### config.mk
export PLATFORM = sky130hd
export DESIGN_NAME = cross_entropy_loss_and_gradient
export DESIGN_NICKNAME = d
export VERILOG_FILES = /design/src/rtl/celoss_pkg.sv /design/src/rtl/celoss_front.sv /design/src/rtl/celoss_queue.sv /design/src/rtl/celoss_back.sv /design/src/rtl/cross_entropy_loss_and_gradient.sv
export SDC_FILE = /design/constraint.sdc
export NUM_CORES = 2
export LEC_CHECK = 0
export ABC_AREA = 1
export BUFFER_PORTS_ARGS = -buffer_cell sky130_fd_sc_hd__buf_2
export CORE_AREA = 3 3 372 374
export DETAILED_ROUTE_END_ITERATION = 6
export DIE_AREA = 0 0 375 377
export SYNTH_ARGS = -nofsm -noshare
export SYNTH_HDL_FRONTEND = slang
export SYNTH_HIERARCHICAL = 1
export SYNTH_SLANG_ARGS = --single-unit
### constraint.sdc
create_clock -name i_clk -period 10.6 [get_ports i_clk]
set_clock_uncertainty 0.15 [all_clocks]
set_input_delay 1.06 -clock i_clk [delete_from_list [all_inputs] [get_ports i_clk]]
set_output_delay 1.06 -clock i_clk [all_outputs]
set_load 0.02 [all_outputs]
### src/rtl/celoss_pkg.sv
// Shared types and constants of the clipped cross-entropy loss block.
package celoss_pkg;

    localparam int ONE_Q15   = 32768;
    localparam int LN2_Q16   = 45426;
    localparam int GRAD_W    = 17;
    localparam int TERM_W    = 20;
    localparam int CONTRIB_W = 21;
    localparam int SUM_W     = 48;
    localparam int MEAN_W    = 32;
    localparam int ROWS_W    = 17;
    localparam int DIV_CNT_W = 6;

    typedef enum logic [1:0] {
        REG_EPSILON = 2'd0,
        REG_CLASSES = 2'd1,
        REG_ROWS    = 2'd2,
        REG_NONE    = 2'd3
    } t_reg_idx;

    typedef enum logic [1:0] {
        BE_IDLE,
        BE_DIV,
        BE_EMIT
    } t_be_state;

    // One classified element travelling from the front to the back.
    typedef struct packed {
        logic signed [GRAD_W-1:0]    grad;
        logic        [CONTRIB_W-1:0] contrib;
        logic                        last;
        logic        [ROWS_W-1:0]    rows;
    } t_elem;

endpackage

### src/rtl/celoss_front.sv
// Front part: accepts words, tracks row and batch position, computes the loss term.
module celoss_front
    import celoss_pkg::*;
#(
    parameter int MAX_CLASSES    = 1024,
    parameter int MAX_ROWS       = 4096,
    parameter int LOG_TABLE_BITS = 8
) (
    input  logic        i_clk,
    input  logic        i_rst_n,
    input  logic        i_valid,
    output logic        o_stall,
    input  logic [15:0] i_prediction,
    input  logic [15:0] i_target,
    input  logic [13:0] i_eps,
    input  logic [10:0] i_classes,
    input  logic [12:0] i_rows,
    output logic        o_push,
    output t_elem       o_elem,
    input  logic        i_full
);

    localparam int CCW = (MAX_CLASSES > 1) ? $clog2(MAX_CLASSES) : 1;
    localparam int CLW = $clog2(MAX_CLASSES + 1);
    localparam int RCW = (MAX_ROWS > 1) ? $clog2(MAX_ROWS) : 1;
    localparam int RLW = $clog2(MAX_ROWS + 1);
    localparam int LTB = LOG_TABLE_BITS;
    localparam int TN  = 1 << LOG_TABLE_BITS;

    // ln(1 + i/TN) in Q16, rounded to nearest.
    logic [15:0] w_ln [TN];
    for (genvar gi = 0; gi < TN; gi++) begin : g_tbl
        localparam real LnVal = $ln(1.0 + real'(gi) / real'(TN)) * 65536.0;
        assign w_ln[gi] = 16'($rtoi(LnVal + 0.5));
    end

    logic [CCW-1:0] r_cls_cnt;
    logic [RCW-1:0] r_row_cnt;

    logic              r_v1, r_v2;
    logic [15:0]       r1_pred, r1_tgt, r2_tgt;
    logic              r1_last, r2_last;
    logic [ROWS_W-1:0] r1_rows, r2_rows;
    logic [TERM_W-1:0] r2_term;
    logic signed [GRAD_W-1:0] r2_grad;

    logic          w_adv2, w_adv1, w_accept;
    logic [10:0]   w_cls_nz;
    logic [12:0]   w_rows_nz;
    logic [CLW-1:0] w_cls, w_cls_p1;
    logic [RLW-1:0] w_rows, w_row_p1;
    logic          w_row_end, w_batch_end;
    logic [15:0]   w_pred, w_tgt;

    assign w_adv2   = !r_v2 || !i_full;
    assign w_adv1   = !r_v1 || w_adv2;
    assign o_stall  = !w_adv1;
    assign w_accept = i_valid && w_adv1;

    assign w_pred = (i_prediction > 16'(ONE_Q15)) ? 16'(ONE_Q15) : i_prediction;
    assign w_tgt  = (i_target > 16'(ONE_Q15)) ? 16'(ONE_Q15) : i_target;

    always_comb begin
        w_cls_nz  = (i_classes == '0) ? 11'd1 : i_classes;
        w_rows_nz = (i_rows == '0) ? 13'd1 : i_rows;
        w_cls  = (32'(w_cls_nz) > MAX_CLASSES) ? CLW'(MAX_CLASSES) : CLW'(w_cls_nz);
        w_rows = (32'(w_rows_nz) > MAX_ROWS) ? RLW'(MAX_ROWS) : RLW'(w_rows_nz);
        w_cls_p1 = CLW'(r_cls_cnt) + CLW'(1);
        w_row_p1 = RLW'(r_row_cnt) + RLW'(1);
        w_row_end   = w_cls_p1 >= w_cls;
        w_batch_end = w_row_end && (w_row_p1 >= w_rows);
    end

    always_ff @(posedge i_clk) begin
        if (!i_rst_n) begin
            r_cls_cnt <= '0;
            r_row_cnt <= '0;
        end else if (w_accept) begin
            if (w_row_end) begin
                r_cls_cnt <= '0;
                r_row_cnt <= w_batch_end ? '0 : RCW'(w_row_p1);
            end else begin
                r_cls_cnt <= CCW'(w_cls_p1);
            end
        end
    end

    // Clip, find the leading one and look up the fractional log.
    logic [15:0]     w_eps, w_hi, w_clip;
    logic [14:0]     w_c, w_norm;
    logic [3:0]      w_k;
    logic [13+LTB:0] w_frac;
    logic [LTB-1:0]  w_idx;
    logic [TERM_W-1:0] w_whole, w_term;

    always_comb begin
        w_eps  = (i_eps == '0) ? 16'd1 : 16'(i_eps);
        w_hi   = 16'(ONE_Q15) - w_eps;
        w_clip = (r1_pred < w_eps) ? w_eps : r1_pred;
        w_clip = (w_clip > w_hi) ? w_hi : w_clip;
        w_c    = w_clip[14:0];
        w_k    = '0;
        for (int i = 0; i < 15; i++) begin
            if (w_c[i]) begin
                w_k = 4'(i);
            end
        end
        w_norm  = 15'(w_c << (4'd14 - w_k));
        w_frac  = {w_norm[13:0], LTB'(0)};
        w_idx   = w_frac[13+LTB -: LTB];
        w_whole = TERM_W'(4'd15 - w_k) * TERM_W'(LN2_Q16);
        w_term  = (w_whole > TERM_W'(w_ln[w_idx])) ? w_whole - TERM_W'(w_ln[w_idx]) : '0;
    end

    always_ff @(posedge i_clk) begin
        if (!i_rst_n) begin
            r_v1 <= 1'b0;
            r_v2 <= 1'b0;
        end else begin
            if (w_adv1) begin
                r_v1 <= i_valid;
            end
            if (w_adv2) begin
                r_v2 <= r_v1;
            end
        end
    end

    always_ff @(posedge i_clk) begin
        if (w_accept) begin
            r1_pred <= w_pred;
            r1_tgt  <= w_tgt;
            r1_last <= w_batch_end;
            r1_rows <= ROWS_W'(w_rows);
        end
        if (w_adv2 && r_v1) begin
            r2_term <= w_term;
            r2_tgt  <= r1_tgt;
            r2_last <= r1_last;
            r2_rows <= r1_rows;
            r2_grad <= GRAD_W'({1'b0, r1_pred}) - GRAD_W'({1'b0, r1_tgt});
        end
    end

    logic [35:0] w_prod;
    assign w_prod = 36'(r2_tgt) * 36'(r2_term) + 36'(1 << 14);

    assign o_push         = r_v2 && !i_full;
    assign o_elem.grad    = r2_grad;
    assign o_elem.contrib = CONTRIB_W'(w_prod >> 15);
    assign o_elem.last    = r2_last;
    assign o_elem.rows    = r2_rows;

endmodule

### src/rtl/celoss_queue.sv
// Short queue that decouples the front from the back.
module celoss_queue
    import celoss_pkg::*;
(
    input  logic  i_clk,
    input  logic  i_rst_n,
    input  logic  i_push,
    input  t_elem i_elem,
    output logic  o_full,
    output logic  o_valid,
    output t_elem o_elem,
    input  logic  i_pop
);

    localparam int DEPTH = 4;

    t_elem      r_mem [DEPTH];
    logic [1:0] r_wp, r_rp;
    logic [2:0] r_count;
    logic       w_do_push, w_do_pop;

    assign o_full    = r_count == 3'(DEPTH);
    assign o_valid   = r_count != '0;
    assign o_elem    = r_mem[r_rp];
    assign w_do_push = i_push && !o_full;
    assign w_do_pop  = i_pop && o_valid;

    always_ff @(posedge i_clk) begin
        if (!i_rst_n) begin
            r_wp    <= '0;
            r_rp    <= '0;
            r_count <= '0;
        end else begin
            if (w_do_push) begin
                r_wp <= r_wp + 2'd1;
            end
            if (w_do_pop) begin
                r_rp <= r_rp + 2'd1;
            end
            r_count <= r_count + 3'(w_do_push) - 3'(w_do_pop);
        end
    end

    always_ff @(posedge i_clk) begin
        if (w_do_push) begin
            r_mem[r_wp] <= i_elem;
        end
    end

    a_count_bound: assert property (@(posedge i_clk) disable iff (!i_rst_n)
        r_count <= 3'(DEPTH)) else $error("queue count overflow");
    a_push_grows: assert property (@(posedge i_clk) disable iff (!i_rst_n)
        w_do_push && !w_do_pop |=> r_count == $past(r_count) + 3'd1)
        else $error("queue count did not grow");
    a_pop_shrinks: assert property (@(posedge i_clk) disable iff (!i_rst_n)
        w_do_pop && !w_do_push |=> r_count == $past(r_count) - 3'd1)
        else $error("queue count did not shrink");

endmodule

### src/rtl/celoss_back.sv
// Back part: accumulates the loss, divides by the row count and drives the result word.
module celoss_back
    import celoss_pkg::*;
(
    input  logic                     i_clk,
    input  logic                     i_rst_n,
    input  logic                     i_q_valid,
    input  t_elem                    i_q_elem,
    output logic                     o_q_pop,
    output logic                     o_valid,
    input  logic                     i_stall,
    output logic signed [GRAD_W-1:0] o_gradient,
    output logic [MEAN_W-1:0]        o_mean_loss,
    output logic                     o_loss_valid,
    output logic                     o_last_element
);

    t_be_state r_state, n_state;
    logic [SUM_W-1:0]     r_sum, n_sum, r_num, n_num;
    logic [ROWS_W-1:0]    r_div, n_div, r_rem, n_rem;
    logic [DIV_CNT_W-1:0] r_cnt, n_cnt;
    logic signed [GRAD_W-1:0] r_grad, n_grad;
    logic                 r_ov, n_ov;
    logic signed [GRAD_W-1:0] n_og;
    logic [MEAN_W-1:0]    r_om, n_om;
    logic                 r_olast, n_olast;

    logic                 w_out_free;
    logic [SUM_W:0]       w_add;
    logic [SUM_W-1:0]     w_sum_sat;
    logic [ROWS_W:0]      w_trial;
    logic                 w_ge;

    assign w_out_free = !r_ov || !i_stall;
    assign w_add      = (SUM_W+1)'(r_sum) + (SUM_W+1)'(i_q_elem.contrib);
    assign w_sum_sat  = w_add[SUM_W] ? '1 : w_add[SUM_W-1:0];
    assign w_trial    = {r_rem, r_num[SUM_W-1]};
    assign w_ge       = w_trial >= {1'b0, r_div};

    always_comb begin
        n_state = r_state;
        n_sum   = r_sum;
        n_num   = r_num;
        n_div   = r_div;
        n_rem   = r_rem;
        n_cnt   = r_cnt;
        n_grad  = r_grad;
        n_ov    = r_ov && i_stall;
        n_og    = o_gradient;
        n_om    = r_om;
        n_olast = r_olast;
        o_q_pop = 1'b0;
        unique case (r_state)
            BE_IDLE: begin
                if (i_q_valid && w_out_free) begin
                    o_q_pop = 1'b1;
                    if (i_q_elem.last) begin
                        n_sum   = '0;
                        n_num   = w_sum_sat;
                        n_div   = i_q_elem.rows;
                        n_rem   = '0;
                        n_cnt   = DIV_CNT_W'(SUM_W);
                        n_grad  = i_q_elem.grad;
                        n_state = BE_DIV;
                    end else begin
                        n_sum   = w_sum_sat;
                        n_ov    = 1'b1;
                        n_og    = i_q_elem.grad;
                        n_om    = '0;
                        n_olast = 1'b0;
                    end
                end
            end
            BE_DIV: begin
                n_rem = w_ge ? ROWS_W'(w_trial - {1'b0, r_div}) : ROWS_W'(w_trial);
                n_num = {r_num[SUM_W-2:0], w_ge};
                n_cnt = r_cnt - DIV_CNT_W'(1);
                if (r_cnt == DIV_CNT_W'(1)) begin
                    n_state = BE_EMIT;
                end
            end
            BE_EMIT: begin
                if (w_out_free) begin
                    n_ov    = 1'b1;
                    n_og    = r_grad;
                    n_om    = (|r_num[SUM_W-1:MEAN_W]) ? '1 : r_num[MEAN_W-1:0];
                    n_olast = 1'b1;
                    n_state = BE_IDLE;
                end
            end
            default: n_state = BE_IDLE;
        endcase
    end

    always_ff @(posedge i_clk) begin
        if (!i_rst_n) begin
            r_state <= BE_IDLE;
            r_sum   <= '0;
            r_cnt   <= '0;
            r_ov    <= 1'b0;
        end else begin
            r_state <= n_state;
            r_sum   <= n_sum;
            r_cnt   <= n_cnt;
            r_ov    <= n_ov;
        end
    end

    always_ff @(posedge i_clk) begin
        r_num      <= n_num;
        r_div      <= n_div;
        r_rem      <= n_rem;
        r_grad     <= n_grad;
        o_gradient <= n_og;
        r_om       <= n_om;
        r_olast    <= n_olast;
    end

    assign o_valid        = r_ov;
    assign o_mean_loss    = r_om;
    assign o_loss_valid   = r_olast;
    assign o_last_element = r_olast;

    a_mean_zero: assert property (@(posedge i_clk) disable iff (!i_rst_n)
        o_valid && !o_loss_valid |-> o_mean_loss == '0)
        else $error("mean loss set off the batch end");
    a_div_count: assert property (@(posedge i_clk) disable iff (!i_rst_n)
        r_state == BE_DIV |-> r_cnt != '0) else $error("divider count underflow");
    a_div_exit: assert property (@(posedge i_clk) disable iff (!i_rst_n)
        r_state == BE_DIV |=> r_state == BE_DIV || r_state == BE_EMIT)
        else $error("divider left early");
    a_no_pop_busy: assert property (@(posedge i_clk) disable iff (!i_rst_n)
        r_state != BE_IDLE |-> !o_q_pop) else $error("pop while dividing");

endmodule

### src/rtl/cross_entropy_loss_and_gradient.sv
// Top level of the clipped cross-entropy loss and gradient block.
// Path: an ordinary word passes the two front registers, the queue and the output register;
// the last word of a batch also runs the bit-serial row divider over the 48-bit sum, then an emit step.
// Throughput: one word per cycle inside a batch while the output is not stalled and the queue has room;
// the divider holds the back once per batch while the front keeps filling the four-entry queue.
// Reset (synchronous, active low) clears the sum, the counters and the stage and output valid flags
// (not the loss-valid flag) and sets every configuration register to one.
module cross_entropy_loss_and_gradient
    import celoss_pkg::*;
#(
    parameter int MAX_CLASSES    = 1024,
    parameter int MAX_ROWS       = 4096,
    parameter int LOG_TABLE_BITS = 8
) (
    input  logic                     i_clk,
    input  logic                     i_rst_n,
    input  logic                     psel,
    input  logic                     penable,
    input  logic                     pwrite,
    input  logic [3:0]               paddr,
    input  logic [31:0]              pwdata,
    output logic [31:0]              prdata,
    output logic                     pready,
    input  logic                     i_valid,
    output logic                     o_stall,
    input  logic [15:0]              i_prediction,
    input  logic [15:0]              i_target,
    output logic                     o_valid,
    input  logic                     i_stall,
    output logic signed [GRAD_W-1:0] o_gradient,
    output logic [MEAN_W-1:0]        o_mean_loss,
    output logic                     o_loss_valid,
    output logic                     o_last_element
);

    // Configuration registers, one per 32-bit word address.
    logic [13:0] r_eps;
    logic [10:0] r_classes;
    logic [12:0] r_rows;
    t_reg_idx    w_idx;

    assign pready = 1'b1;
    assign w_idx  = t_reg_idx'(paddr[3:2]);

    always_ff @(posedge i_clk) begin
        if (!i_rst_n) begin
            r_eps     <= 14'd1;
            r_classes <= 11'd1;
            r_rows    <= 13'd1;
        end else if (psel && penable && pwrite && pready) begin
            unique case (w_idx)
                REG_EPSILON: r_eps     <= pwdata[13:0];
                REG_CLASSES: r_classes <= pwdata[10:0];
                REG_ROWS:    r_rows    <= pwdata[12:0];
                default:     ;
            endcase
        end
    end

    always_comb begin
        unique case (w_idx)
            REG_EPSILON: prdata = 32'(r_eps);
            REG_CLASSES: prdata = 32'(r_classes);
            REG_ROWS:    prdata = 32'(r_rows);
            default:     prdata = '0;
        endcase
    end

    // The front classifies each word and computes its loss contribution; the
    // queue lets it keep running while the back is busy with a batch division.
    logic  w_push, w_full, w_q_valid, w_pop;
    t_elem w_push_elem, w_q_elem;

    celoss_front #(
        .MAX_CLASSES   (MAX_CLASSES),
        .MAX_ROWS      (MAX_ROWS),
        .LOG_TABLE_BITS(LOG_TABLE_BITS)
    ) u_front (
        .i_clk       (i_clk),
        .i_rst_n     (i_rst_n),
        .i_valid     (i_valid),
        .o_stall     (o_stall),
        .i_prediction(i_prediction),
        .i_target    (i_target),
        .i_eps       (r_eps),
        .i_classes   (r_classes),
        .i_rows      (r_rows),
        .o_push      (w_push),
        .o_elem      (w_push_elem),
        .i_full      (w_full)
    );

    celoss_queue u_queue (
        .i_clk  (i_clk),
        .i_rst_n(i_rst_n),
        .i_push (w_push),
        .i_elem (w_push_elem),
        .o_full (w_full),
        .o_valid(w_q_valid),
        .o_elem (w_q_elem),
        .i_pop  (w_pop)
    );

    // The back owns the running sum, the divider and the output register.
    celoss_back u_back (
        .i_clk         (i_clk),
        .i_rst_n       (i_rst_n),
        .i_q_valid     (w_q_valid),
        .i_q_elem      (w_q_elem),
        .o_q_pop       (w_pop),
        .o_valid       (o_valid),
        .i_stall       (i_stall),
        .o_gradient    (o_gradient),
        .o_mean_loss   (o_mean_loss),
        .o_loss_valid  (o_loss_valid),
        .o_last_element(o_last_element)
    );

endmodule
==> summary.md <==
| Metric | Value |
|---|---|
| Fin. Hold Viols | 0 |
| CTS buffer count | 67 |
| Worst-Skew Late Latency | 0.62 ns |
| Buffers on Ports | 121 |
| H-tree Lvls | 3 |
| # hold bufs at CTS | 0 |
| Antenna Cells | 0 |
| Vias in the first global route | 37.7k |
| FMAX | 103 MHz |
| Seq/Total Area, Yosys | 36.2% |
| DR WL/cell | 17.2 um |
| CTS tree | built |
| Sink Count | 614 |
| Reg clk slew, reported paths | 0.06 ns |
| Max-slew violation count | 0 |
| Endpoint, Worst Hold | u_front/r2_rows[3]$_DFFE_PP_ |
| Top post-synthesis cells by area | edfxtp_1 31%, fa_1 11%, nand2_1 11% |
| Ports | 161 |
| Chip width | 375 um |
| Yosys Warn Count | 6 |
| Via count | 37.9k |
| Post-synth EDFFs | 486 |
| Placed Area | 49900 um2 |
| Data required, critical path | 10.89 ns |
| Status | completed |
| Post-layout util | 38.6% |
| Slew @ Worst Pin | 1.17 ns |
| Max-capacitance violation count | 0 |
| FFs w/ async S/R, synth | 0% |
| CP peak stage delay | 0.63 ns |
| Site Rows | 135 |
| Drt drc | 0 |
| Synthesis-stage register bit count | 614 |
| Final wirelength | 130000 um |
| Critical R2R Capture | u_front/r2_term[17]$_SDFFCE_PP0P_ |
| Post-synth top area share | 30.8% |
| Worst-path fanout max | 19 |
| Internal reg-to-reg setup slack | 0.88 ns |
| Data arrival time of the worst path | 10.02 ns |
| RSZ-0062 raised after global routing | no |
| Gpl congestion | 0.987 |
| Fin area | 52200 um2 |
| Synth area leader | edfxtp_1 |
| Area of the mapped netlist | 47400 um2 |
| Hold slack | 0.270 ns |
| Crit Path Class | flip-flop to flip-flop |
| Gate Count Post-Synth | 5687 |
| Antenna violations before repair | 0 |
| DP HPWL | 98900 um |
| Slowest cell on the critical path | o311ai_0 |
| Final Net Count | 6412 |
| Crit path launch type | flip-flop |
| Share of cells above drive strength 1 | 10.2% |
| Hold Path Cell Cnt | 0 |
| Area Overhead vs Synth | 10.2% |
| Die footprint | 141000 um2 |
| Root Driver | clkbuf_16 |
| Global-route wire length before repair | 208000 um |
| Slew headroom | 21.8% |
| Most common cell in the netlist | nand2_1 |
| Reg2reg start | r_eps[1]$_SDFFE_PN0P_ |
| Final TNS setup | 0 ns |
| Synth cell count leaders | 1350 x nand2_1, 913 x inv_1, 486 x edfxtp_1, 445 x nor2_1, 328 x ha_1 |
| Most used cell, CP | nand2_1 |
| CTS max path bufs | 3 |
| Ratio of final minimum period to clock period | 91.7% |
| Final setup violation count | 0 |
| Tmin final | 9.72 ns |
| Via density | 5.00 |
| GRT Overall Usage | 18.3% |
| Worst Setup SP | r_eps[1]$_SDFFE_PN0P_ |
| GRT overflow | 0 |
| Core area | 135000 um2 |
| Pre-antenna DRT Iters | 6 |
| Hold Crit Start | u_front/r1_rows[3]$_DFFE_PP_ |
| Top_reg_cell synth | edfxtp_1 |
| Die Y | 377 um |
| Largest net degree at the start of global routing | 77 |
| Syn_area_per_cell | 8.33 um2 |
| Initial Util | 35.0% |
| Count of cell types in the netlist | 77 |
| DRT antenna net count | 0 |
| DR iter-0 viols | 2867 |
| Worst R2R Path Depth | 67 |
| Hold Crit Class | flip-flop to flip-flop |
| Endpoint class of the critical path | flip-flop |
kinds of logic after synthesis:
logic type	after synthesis	synth area share, %
adders and majority gates	589	19.7
AOI/OAI and AO/OA	836	10.5
DFF	614	36.2
xor gates and xnor gates	112	2.11
and+or+nand+nor	2336	21.1
buffers and inverters	1196	10.4
other	4	0.0317
what timing repair did:
action | 4_1_cts | 5_1_grt
setup endpoints to repair | 0 | 20
buffers inserted | 0 | 1
gates resized for setup | 0 | 31
worst max-delay path: cells and delay by family, from the launching register on:
| kind | cells | cell delay, ns |
|---|---|---|
| simple gates | 45 | 4.19 |
| compound gates | 12 | 2.32 |
| fa+ha+maj | 4 | 1.44 |
| buf+inv | 6 | 0.97 |
| flops | 1 | 0.48 |
sequential cells by signal, summed over array words and instances (netlist names), 12 cells and up, named ones only:
register,flops
u_queue/r_mem,224
u_front/r2_term,20
u_back/r_div,17
r_eps,14
u_front/r2_rows,13
u_back/r_grad,17
u_front/r1_pred,16
u_front/r_row_cnt,12
u_front/r2_grad,17
u_back/o_mean_loss,32
u_front/r1_tgt,16
u_back/r_sum,48
u_front/r1_rows,13
r_rows,13
u_front/r2_tgt,16
u_back/r_num,48
u_back/o_gradient,17
u_back/r_rem,17
metrics by stage:
stage | setup WS [ns] | instances
after global placement | 0.486 | 7459
after CTS | 0.400 | 7582
after detailed placement | 0.472 | 7459
after global routing | 0.00208 | 7583
final | 0.876 | 7583
after floorplan | 1.20 | 5707
metal layers:
metal  vias up  global-route usage, %  part of all wire, %
li1      18456                      -                    -
met1     18132                   24.3                   44
met2      1061                   30.4                   46
met3       276                   2.31                  5.4
met4         0                   6.82                  3.9
met5         -                      0                    0
how the worst max path moves through the flow:
stage | cells after the start | slack [ns] | to
3_5_place_dp | 60 | 0.47 | u_front/r2_term[16]$_SDFFCE_PP0P_
6_report | 67 | 0.88 | u_front/r2_term[17]$_SDFFCE_PP0P_
4_1_cts | 60 | 0.40 | u_front/r2_term[16]$_SDFFCE_PP0P_
5_1_grt | 72 | 0.002 | u_front/r2_term[3]$_SDFFCE_PP0P_
3_3_place_gp | 60 | 0.49 | u_front/r2_term[15]$_SDFFCE_PP0P_
2_1_floorplan | 62 | 1.20 | u_front/r2_term[16]$_SDFFCE_PP0P_
cell usage in the layout, fill, tap and decap left out, types with 10 or more instances in the layout:
master     synthesis  routed
a211oi_1          11      10
a21oi_1          259     256
a21oi_2           10      12
a31oi_1           36      36
buf_2             44     121
buf_4             35     110
clkbuf_1         142      12
clkbuf_16          0      71
clkinv_1           2      10
clkinv_2           0      12
conb_1             4      24
dfxtp_1          128     117
dfxtp_2            0      10
edfxtp_1         486     486
fa_1             261     261
ha_1             328     326
inv_1            913     906
inv_2             16      23
nand2_1         1350    1349
nand2_2           51      52
nand3_1          306     305
nand3_2           11      12
nand4_1           31      31
nor2_1           445     434
nor2_2            21      25
nor2_4            24      31
nor3_1            34      32
nor4_1            15      15
o211ai_1          30      30
o21ai_0          281     280
o21ai_1           36      37
o21ai_2           20      20
o22ai_1           39      39
o22ai_2           20      20
o31ai_1           13      13
or2_2             14      14
xnor2_1           36      36
xor2_1            75      75
area by class of cell:
class	count	area, um2
Timing Repair Buffer	236	1530
Tap cell	1781	2230
Fill cell	13713	83100
Inverter	932	3500
Clock buffer	86	1860
Sequential cell	614	17200
Multi-Input combinational cell	3897	25500
Clock inverter	37	417
Power is not shown: default switching activity piles up to over one toggle a cycle in this logic, so the estimate is an artifact.
